## config.mk

```make
export PLATFORM = sky130hd
export DESIGN_NAME = shear_sort_snake_matrix
export DESIGN_NICKNAME = d
export VERILOG_FILES = /design/src/ssm_pkg.sv /design/src/shear_sort_snake_matrix.sv /design/src/ssm_ram.sv /design/src/ssm_datapath.sv /design/src/ssm_ctrl.sv
export SDC_FILE = /design/constraint.sdc
export NUM_CORES = 2
export LEC_CHECK = 0
export BUFFER_PORTS_ARGS = -buffer_cell sky130_fd_sc_hd__buf_2
export CAP_MARGIN = 5
export CORE_UTILIZATION = 50
export DETAILED_ROUTE_END_ITERATION = 6
export PLACE_DENSITY = 0.65
export SLEW_MARGIN = 20
export SYNTH_ARGS = -nofsm -noshare
export SYNTH_HDL_FRONTEND = slang
export SYNTH_HIERARCHICAL = 1
export SYNTH_SLANG_ARGS = --single-unit
```

## constraint.sdc

```tcl
create_clock -name clock -period 5.8 [get_ports clock]
set_clock_uncertainty 0.2 [all_clocks]
set_input_delay 0.87 -clock clock [delete_from_list [all_inputs] [get_ports clock]]
set_output_delay 0.87 -clock clock [all_outputs]
set_load 0.01 [all_outputs]
```

## src/ssm_pkg.sv

```systemverilog
package ssm_pkg;

   // matrix geometry
   localparam int ROWS   = 8;
   localparam int COLS   = 8;
   localparam int TOTAL  = ROWS * COLS;
   localparam int WORD_W = 32;
   localparam int ADDR_W = $clog2(TOTAL);
   localparam int ROW_W  = $clog2(ROWS);
   localparam int COL_W  = $clog2(COLS);
   localparam int CNT_W  = $clog2(TOTAL + 1);

   typedef logic [ADDR_W-1:0]        addr_type;
   typedef logic signed [WORD_W-1:0] word_type;

   // commands from the sequencer to the datapath
   typedef struct packed {
      logic     load_wr;      // store the accepted word at the load position
      logic     cmp_wr;       // compare the read pair, write lower word to addr_a on swap
      logic     wr2;          // second half of a swap: held upper word to addr_b
      logic     clr_swapped;  // start of a new round
      addr_type addr_a;
      addr_type addr_b;
   } cmd_type;

   // status from the datapath to the sequencer
   typedef struct packed {
      logic load_last;  // load position is the final cell
      logic gt;         // word at addr_a greater than word at addr_b
      logic swapped;    // a swap happened in this round
   } status_type;

endpackage

```

## src/shear_sort_snake_matrix.sv

```systemverilog
// Shear sort of a ROWS x COLS matrix of signed 32-bit words into snake order
// (even rows ascending left to right, odd rows ascending right to left).
// Words are loaded one per cycle in row-major order while busy is low; the
// transaction that carries the last word starts the sort and raises busy.
// The sort is done in place in a single dual-read RAM: each round visits
// ROWS*(COLS-1) row pairs and (ROWS-1)*COLS column pairs, one pair at a time,
// through a read state, a compare state and, on a swap, a second write state
// (one write port), repeated until a round makes no swap. The sorted matrix
// is then streamed out in row-major order, one word per cycle on rsp_valid
// with rsp_last on the final word. The receiver cannot stall the stream: it
// must take every word in the cycle rsp_valid is high. busy drops the cycle
// after the last word, and the next matrix may start loading then.
module shear_sort_snake_matrix (
   input  logic                     clock,
   input  logic                     reset,
   input  logic                     start,
   output logic                     busy,
   input  logic signed [31:0]       req_value,
   output logic                     rsp_valid,
   output logic signed [31:0]       rsp_value_res,
   output logic                     rsp_last
);

   import ssm_pkg::*;

   cmd_type    cmd;
   status_type status;
   word_type   rd_word;

   // sequencer
   ssm_ctrl u_ctrl (
      .clock     (clock),
      .reset     (reset),
      .start     (start),
      .busy      (busy),
      .status    (status),
      .cmd       (cmd),
      .rsp_valid (rsp_valid),
      .rsp_last  (rsp_last)
   );

   // matrix store and compare
   ssm_datapath u_datapath (
      .clock     (clock),
      .reset     (reset),
      .cmd       (cmd),
      .status    (status),
      .req_value (req_value),
      .rd_word   (rd_word)
   );

   assign rsp_value_res = rd_word;

   // results only come out while the block is busy
   a_valid_busy: assert property (@(posedge clock) disable iff (reset)
      rsp_valid |-> busy)
      else $error("result strobe while idle");

   // output burst is contiguous up to the final word
   a_burst: assert property (@(posedge clock) disable iff (reset)
      rsp_valid && !rsp_last |=> rsp_valid)
      else $error("gap in output burst");

   // block returns to loading right after the final word
   a_last_idle: assert property (@(posedge clock) disable iff (reset)
      rsp_last |=> !busy && !rsp_valid)
      else $error("not idle after final word");

   // no write from sort and load in the same cycle
   a_cmd_excl: assert property (@(posedge clock) disable iff (reset)
      cmd.load_wr |-> !cmd.cmp_wr && !cmd.wr2)
      else $error("load overlaps sort write");

endmodule

```

## src/ssm_ram.sv

```systemverilog
module ssm_ram #(
   parameter int WIDTH = 32,
   parameter int DEPTH = 64
) (
   input  logic                     clock,
   input  logic                     wr_en,
   input  logic [$clog2(DEPTH)-1:0] wr_addr,
   input  logic [WIDTH-1:0]         wr_data,
   input  logic [$clog2(DEPTH)-1:0] rd_addr_a,
   output logic [WIDTH-1:0]         rd_data_a,
   input  logic [$clog2(DEPTH)-1:0] rd_addr_b,
   output logic [WIDTH-1:0]         rd_data_b
);

   logic [WIDTH-1:0] mem_ff [DEPTH];

   // one write port, two registered read ports
   always_ff @(posedge clock) begin
      if (wr_en) begin
         mem_ff[wr_addr] <= wr_data;
      end
      rd_data_a <= mem_ff[rd_addr_a];
      rd_data_b <= mem_ff[rd_addr_b];
   end

endmodule

```

## src/ssm_datapath.sv

```systemverilog
module ssm_datapath (
   input  logic                clock,
   input  logic                reset,
   input  ssm_pkg::cmd_type    cmd,
   output ssm_pkg::status_type status,
   input  ssm_pkg::word_type   req_value,
   output ssm_pkg::word_type   rd_word
);

   import ssm_pkg::*;

   addr_type load_cnt_ff, load_cnt_in;
   logic     swapped_ff, swapped_in;
   word_type hold_ff, hold_in;
   word_type rd_a, rd_b;
   logic     wr_en;
   addr_type wr_addr;
   word_type wr_data;
   logic     last_pos;
   logic     swap_now;

   // matrix store
   ssm_ram #(
      .WIDTH(WORD_W),
      .DEPTH(TOTAL)
   ) u_ram (
      .clock     (clock),
      .wr_en     (wr_en),
      .wr_addr   (wr_addr),
      .wr_data   (wr_data),
      .rd_addr_a (cmd.addr_a),
      .rd_data_a (rd_a),
      .rd_addr_b (cmd.addr_b),
      .rd_data_b (rd_b)
   );

   // signed compare of the registered pair
   assign last_pos = (load_cnt_ff == addr_type'(TOTAL - 1));
   assign swap_now = cmd.cmp_wr && (rd_a > rd_b);

   // write port select: load, first swap write, second swap write
   always_comb begin
      wr_en   = cmd.load_wr || swap_now || cmd.wr2;
      wr_addr = cmd.addr_b;
      wr_data = hold_ff;
      if (cmd.load_wr) begin
         wr_addr = load_cnt_ff;
         wr_data = req_value;
      end else if (cmd.cmp_wr) begin
         wr_addr = cmd.addr_a;
         wr_data = rd_b;
      end
   end

   // load position, swap flag and held upper word
   always_comb begin
      load_cnt_in = load_cnt_ff;
      if (cmd.load_wr) begin
         load_cnt_in = last_pos ? '0 : load_cnt_ff + addr_type'(1);
      end
      swapped_in = swapped_ff;
      if (cmd.clr_swapped) begin
         swapped_in = 1'b0;
      end else if (swap_now) begin
         swapped_in = 1'b1;
      end
      hold_in = cmd.cmp_wr ? rd_a : hold_ff;
   end

   always_ff @(posedge clock) begin
      if (reset) begin
         load_cnt_ff <= '0;
         swapped_ff  <= 1'b0;
      end else begin
         load_cnt_ff <= load_cnt_in;
         swapped_ff  <= swapped_in;
      end
      hold_ff <= hold_in;
   end

   assign status.load_last = last_pos;
   assign status.gt        = rd_a > rd_b;
   assign status.swapped   = swapped_ff || swap_now;
   assign rd_word          = rd_a;

endmodule

```

## src/ssm_ctrl.sv

```systemverilog
module ssm_ctrl (
   input  logic                clock,
   input  logic                reset,
   input  logic                start,
   output logic                busy,
   input  ssm_pkg::status_type status,
   output ssm_pkg::cmd_type    cmd,
   output logic                rsp_valid,
   output logic                rsp_last
);

   import ssm_pkg::*;

   typedef enum logic [5:0] {
      ST_LOAD   = 6'b000001,
      ST_READ   = 6'b000010,
      ST_CMP    = 6'b000100,
      ST_SWAP   = 6'b001000,
      ST_OUT_RD = 6'b010000,
      ST_OUT    = 6'b100000
   } state_type;

   typedef enum logic [2:0] {
      PH_ROW_EVEN = 3'b001,
      PH_ROW_ODD  = 3'b010,
      PH_COL      = 3'b100
   } phase_type;

   state_type             state_ff, state_in;
   phase_type             phase_ff, phase_in;
   logic [ROW_W-1:0]      row_ff, row_in;
   logic [COL_W-1:0]      col_ff, col_in;
   logic [CNT_W-1:0]      out_cnt_ff, out_cnt_in;

   // position of the next pair in the round
   phase_type             adv_phase;
   logic [ROW_W-1:0]      adv_row;
   logic [COL_W-1:0]      adv_col;
   logic                  adv_round_end;
   addr_type              pos;
   addr_type              pair_a, pair_b;
   logic                  out_done;

   assign pos      = addr_type'(int'(row_ff) * COLS + int'(col_ff));
   assign out_done = (out_cnt_ff == CNT_W'(TOTAL));

   // step to the next compare pair: even rows, odd rows, then columns
   always_comb begin
      adv_phase     = phase_ff;
      adv_row       = row_ff;
      adv_col       = col_ff;
      adv_round_end = 1'b0;
      case (phase_ff)
         PH_ROW_EVEN: begin
            if (col_ff == COL_W'(COLS - 2)) begin
               if (int'(row_ff) + 2 >= ROWS) begin
                  adv_phase = PH_ROW_ODD;
                  adv_row   = ROW_W'(1);
                  adv_col   = COL_W'(COLS - 1);
               end else begin
                  adv_row = ROW_W'(int'(row_ff) + 2);
                  adv_col = '0;
               end
            end else begin
               adv_col = col_ff + COL_W'(1);
            end
         end
         PH_ROW_ODD: begin
            if (col_ff == COL_W'(1)) begin
               if (int'(row_ff) + 2 >= ROWS) begin
                  adv_phase = PH_COL;
                  adv_row   = '0;
                  adv_col   = '0;
               end else begin
                  adv_row = ROW_W'(int'(row_ff) + 2);
                  adv_col = COL_W'(COLS - 1);
               end
            end else begin
               adv_col = col_ff - COL_W'(1);
            end
         end
         PH_COL: begin
            if (col_ff == COL_W'(COLS - 1)) begin
               adv_col = '0;
               if (row_ff == ROW_W'(ROWS - 2)) begin
                  adv_round_end = 1'b1;
                  adv_phase     = PH_ROW_EVEN;
                  adv_row       = '0;
               end else begin
                  adv_row = row_ff + ROW_W'(1);
               end
            end else begin
               adv_col = col_ff + COL_W'(1);
            end
         end
         default: begin
            adv_phase = PH_ROW_EVEN;
            adv_row   = '0;
            adv_col   = '0;
         end
      endcase
   end

   // pair addresses and output read address
   always_comb begin
      pair_a = pos;
      pair_b = pos + addr_type'(COLS);
      case (phase_ff)
         PH_ROW_EVEN: pair_b = pos + addr_type'(1);
         PH_ROW_ODD:  pair_b = pos - addr_type'(1);
         PH_COL:      pair_b = pos + addr_type'(COLS);
         default:     pair_b = pos + addr_type'(COLS);
      endcase
      if (state_ff == ST_OUT_RD || state_ff == ST_OUT) begin
         pair_a = out_cnt_ff[ADDR_W-1:0];
      end
   end

   // sequencer
   always_comb begin
      state_in        = state_ff;
      phase_in        = phase_ff;
      row_in          = row_ff;
      col_in          = col_ff;
      out_cnt_in      = out_cnt_ff;
      cmd.addr_a      = pair_a;
      cmd.addr_b      = pair_b;
      cmd.load_wr     = 1'b0;
      cmd.cmp_wr      = 1'b0;
      cmd.wr2         = 1'b0;
      cmd.clr_swapped = 1'b0;
      case (state_ff)
         ST_LOAD: begin
            cmd.load_wr = start;
            if (start && status.load_last) begin
               cmd.clr_swapped = 1'b1;
               phase_in        = PH_ROW_EVEN;
               row_in          = '0;
               col_in          = '0;
               state_in        = ST_READ;
            end
         end
         ST_READ: begin
            state_in = ST_CMP;
         end
         ST_CMP, ST_SWAP: begin
            cmd.cmp_wr = (state_ff == ST_CMP);
            cmd.wr2    = (state_ff == ST_SWAP);
            if (state_ff == ST_CMP && status.gt) begin
               state_in = ST_SWAP;
            end else begin
               phase_in = adv_phase;
               row_in   = adv_row;
               col_in   = adv_col;
               state_in = ST_READ;
               if (adv_round_end) begin
                  if (status.swapped) begin
                     cmd.clr_swapped = 1'b1;
                  end else begin
                     out_cnt_in = '0;
                     state_in   = ST_OUT_RD;
                  end
               end
            end
         end
         ST_OUT_RD: begin
            out_cnt_in = out_cnt_ff + CNT_W'(1);
            state_in   = ST_OUT;
         end
         ST_OUT: begin
            out_cnt_in = out_cnt_ff + CNT_W'(1);
            if (out_done) begin
               out_cnt_in = '0;
               state_in   = ST_LOAD;
            end
         end
         default: begin
            state_in = ST_LOAD;
         end
      endcase
   end

   always_ff @(posedge clock) begin
      if (reset) begin
         state_ff   <= ST_LOAD;
         phase_ff   <= PH_ROW_EVEN;
         row_ff     <= '0;
         col_ff     <= '0;
         out_cnt_ff <= '0;
      end else begin
         state_ff   <= state_in;
         phase_ff   <= phase_in;
         row_ff     <= row_in;
         col_ff     <= col_in;
         out_cnt_ff <= out_cnt_in;
      end
   end

   assign busy      = (state_ff != ST_LOAD);
   assign rsp_valid = (state_ff == ST_OUT);
   assign rsp_last  = (state_ff == ST_OUT) && out_done;

endmodule

```

==> out/qor.tcl <==
set qor(holdPathStages) 0
set qor(post-cts-setup-buffer-count) 0
set qor(final.hold.worst_slack_ns) 0.2713
set qor(crit-reg2reg-capture) {u_datapath/u_ram/mem_ff[20][31]}
set qor(starting_drc_count_in_detailed_routing) 7907
set qor(totalNegativeSetupSlack_ns) 0
set qor(power-per-cell-area_mw_per_mm2) 283.1
set qor(critPathMaxStageDelay_ns) 0.85
set qor(rows) 164
set qor(postSynthAreaPerCell_um2) 20.23
set qor(synth_area_leader_cell) {edfxtp_1}
set qor(first_global_vias) 56130
set qor(synth-adder-area-share_pct) 0.6044
set qor(m1WireLength_um) 116700
set qor(gr-total-overflow) 0
set qor(cell_leakage_power_nw) 34.45
set qor(routabilityCongestion) 0.9457
set qor(vertical_extent_of_the_die_um) 450.6
set qor(edff_count_synth) 2080
set qor(grt_first_pass_wirelength_um) 433100
set qor(cell_type_of_the_slowest_stage_on_the_worst_timing_path) {nor2_4}
set qor(violations) {DRC}
set qor(clkSlewWorstSetupHoldPaths_ns) 0.06
set qor(die_w_um) 450.6
set qor(critical_path.endpoint_type) {flip-flop}
set qor(ctsRootBufferMaster) {clkbuf_16}
set qor(top_cell_type_s_share_of_synthesized_area_pct) 62.08
set qor(hpwlAfterDp_um) 195300
set qor(synth_top_cells_by_area) {edfxtp_1, mux4_2, mux2i_1, dfxtp_1, a22oi_1}
set qor(worst-r2r-setup-slack_ns) 0.46
set qor(synth_compound_gate_area_share_pct) 3.164
set qor(post_synth_mux_area_share_pct) 28.05
set qor(postSynth.topFlopCell) {edfxtp_1}
set qor(post_synth_and_or_nand_nor_area_fraction_pct) 2.023
set qor(fin_crit_sh_pct) 92.02
set qor(layout.nets) 5271
set qor(ioPinCount) 70
set qor(final_hold_violation_count) 0
set qor(synth-seq-area-share_pct) 63.93
set qor(placement.io_buffers) 69
set qor(status) {finished with violations}
set qor(cts_tree) {done}
set qor(grt_setup_unrepaired) {false}
set qor(holdCritPathClass) {flip-flop to flip-flop}
set qor(postRouteAntennaNets) 0
set qor(final_worst_path_period_need_ns) 5.337
set qor(worst-path-buf-inv) 3
set qor(worst_skew_pair.late_latency_ns) 0.87
set qor(dominant_combinational_cell_family_by_area_after_synthesis) {multiplexers}
set qor(detail_route.vias_per_cell) 7.003
set qor(worstRegToRegCells) 15
set qor(timing.critical_path.max_delay_family) {compound AO/OA/AOI/OAI gates}
set qor(min_from) {u_datapath/u_ram/rd_data_a[21]}
set qor(placed_insts) 7615
set qor(wp_data_arrival_ns) 5.66
set qor(fp.dieArea_mm2) 0.2030
set qor(critPathLaunchType) {flip-flop}
set qor(netlist_cell_types) 81
set qor(postSynthCellCount) 4974
set qor(dr_wl_met2_um) 143900
set qor(launching_point_of_the_worst_reg2reg_path) {u_ctrl/phase_ff[2]}
set qor(number_of_buffers_created_by_cts) 224
set qor(worstMarginPinSlew_ns) 1.339
set qor(route.final.wire_length_um) 307700
set qor(highest_metal_layer_used_by_the_detailed_router) {met5}
set qor(maximum_number_of_pins_on_one_net_before_global_route_repair) 126
set qor(cts_sinks) 2173
set qor(grt_antenna_before_repair) 20
set qor(worst_slew_margin_rel_pct) 10.70
set qor(synth-xor-area-share_pct) 0.1132
set qor(number_of_hold_repair_buffers_added_at_the_cts_stage) 0
set qor(fillerInstances) 14740
set qor(cts_max_level) 4
set qor(timing.setup.critical_path_class) {flip-flop to flip-flop}
set qor(met3RoutedLength_um) 36300
set qor(required_worst_endpoint_ns) 6.13
set qor(synth-seq-cells) 2173
set qor(vdd_drop_max_v) 0.0003530
set qor(report.final.setup_viol) 0
set qor(area_growth_pct) 13.07
set qor(cts_buffer_depth) 3
set qor(cell_occurring_most_often_along_the_worst_timing_path) {buf_4}
set qor(routed_wire_length_per_instance_um) 38.28
set qor(postLayoutCoreUtil_pct) 56.92
set qor(route.detailed.drc) 40
set qor(whs_endpoint) {u_datapath/hold_ff[21]}
set qor(vias) 56290
set qor(post_synth_instance_area_mm2) 0.1006
set qor(drtPass1Iterations) 7
set qor(synth-async-reset-ratio_pct) 0
set qor(yosysWarningCount) 6
set qor(post_layout_nonfiller_instances) 8038
set qor(core_region_area_mm2) 0.1999
set qor(start_util_pct) 50.34
set qor(maxSlewViolCount) 0
set qor(syn_nets) 5057
set qor(path_cells) {or3b_4 -> clkinv_1 -> ha_1 -> a211oi_1 -> o21bai_1 -> a2111oi_0 -> a2bb2oi_1 -> xnor2_2 -> mux2i_1 -> o21ai_0 -> buf_4 -> nor2_1 -> nand2_1 -> nor2_4 -> buf_4}
set qor(groute.usage.overall_pct) 30.46
set qor(max-cap-violations) 0
set qor(design_power_total_mw) 32.20
set qor(cts_repair_resize_count) 0
set qor(path_max_fanout) 21
set qor(peak_freq_mhz) 187.4
set qor(layout-drive-gt1-share_pct) 36.90
kinds of logic after synthesis:
group	Yosys count
muxes	1410
adders and majority gates	48
AOI/OAI and AO/OA	482
and+or+nand+nor	426
DFF	2173
buffers and inverters	422
xor gates and xnor gates	13
flip-flops by register name (all words and copies together), names as in the netlist:
signal,cells
u_ctrl/col_ff,3
u_ctrl/out_cnt_ff,7
u_ctrl/phase_ff,3
u_ctrl/row_ff,3
u_ctrl/state_ff,6
u_datapath/hold_ff,32
u_datapath/load_cnt_ff,6
u_datapath/swapped_ff,1
u_datapath/u_ram/mem_ff,2048
u_datapath/u_ram/rd_data_a,32
u_datapath/u_ram/rd_data_b,32
cells in the final DEF, fill, tap and decap left out, types with 11 or more instances in the layout:
master / n
o21ai_1: 22
nand3_1: 24
dfxtp_1: 92
o22ai_1: 53
nand3b_1: 12
a22oi_1: 95
clkbuf_1: 53
nand2b_1: 12
a21oi_1: 82
nor3_1: 15
clkinv_2: 43
clkbuf_8: 18
o21ai_0: 59
bufinv_16: 16
and2_1: 11
nand4_1: 13
buf_4: 211
o221ai_1: 15
o211ai_1: 27
nor2_4: 64
buf_12: 81
a221oi_1: 12
mux2_2: 32
buf_2: 69
nand2_1: 152
a211oi_1: 18
mux2i_1: 249
clkbuf_16: 229
mux4_2: 1124
nor2_1: 52
ha_1: 47
edfxtp_1: 2080
nor2b_1: 21
o21ai_4: 34
inv_1: 45
clkinv_1: 43
Yosys cell counts (17+ instances only):
library cell / n
edfxtp_1: 2080
mux4_2: 1124
mux2i_1: 250
nand2_1: 154
clkbuf_1: 137
nor2_1: 117
buf_2: 113
o21ai_0: 96
a22oi_1: 95
dfxtp_1: 93
a21oi_1: 83
buf_4: 73
o22ai_1: 54
ha_1: 47
inv_1: 45
mux2_2: 36
buf_1: 35
o211ai_1: 27
nor2b_1: 25
nand3_1: 24
o21ai_1: 19
a211oi_1: 18
buf_6: 17
nor3_1: 17
power breakdown:
| part | total [mW] | internal (mW) | switching (mW) | leakage, nW |
|---|---|---|---|---|
| Clock | 14.2 | 8.13 | 6.05 | 3.52 |
| Sequential | 17.3 | 17.3 | 0.0682 | 19.6 |
| Combinational | 0.685 | 0.160 | 0.526 | 11.4 |
metrics by stage:
stage | cell area [µm²] | setup WS (ns)
after CTS | 113700 | 0.1901
after detailed placement | 106500 | 0.1824
after global placement | 106500 | -0.1080
after global routing | 113700 | 0.1538
final | 113800 | 0.4629
after floorplan | 100600 | 0.1368
how the worst max path moves through the flow:
stage               slack, ns                              end  cells past startpoint                from
finish                   0.46  u_datapath/u_ram/mem_ff[20][31]                     15  u_ctrl/phase_ff[2]
global route             0.15  u_datapath/u_ram/mem_ff[20][31]                     15  u_ctrl/phase_ff[2]
CTS                      0.19    u_datapath/u_ram/rd_data_b[7]                     12  u_ctrl/phase_ff[2]
detailed placement       0.18   u_datapath/u_ram/rd_data_b[21]                     12  u_ctrl/phase_ff[2]
global placement        -0.11   u_datapath/u_ram/rd_data_b[27]                     12  u_ctrl/phase_ff[2]
floorplan                0.14    u_datapath/u_ram/mem_ff[0][0]                      6  u_ctrl/state_ff[4]
routing by layer:
layer,vias up,track usage [%]
li1,21990,-
met1,30350,43.36
met2,3429,46.70
met3,513,7.243
met4,6,9.832
met5,-,0
cell type report:
cell class / count / area [µm²] / share of cell area (%)
Sequential cell: 2173 / 64320 / 56.54
Multi-Input combinational cell: 2379 / 35210 / 30.95
Clock buffer: 300 / 6177 / 5.430
Timing Repair Buffer: 363 / 3566 / 3.135
Tap cell: 2656 / 3323 / 2.921
Clock inverter: 114 / 967.2 / 0.8502
Inverter: 47 / 176.4 / 0.1551
Antenna cell: 6 / 15.01 / 0.01320
No activity file was read; power rests on OpenSTA's default activity.
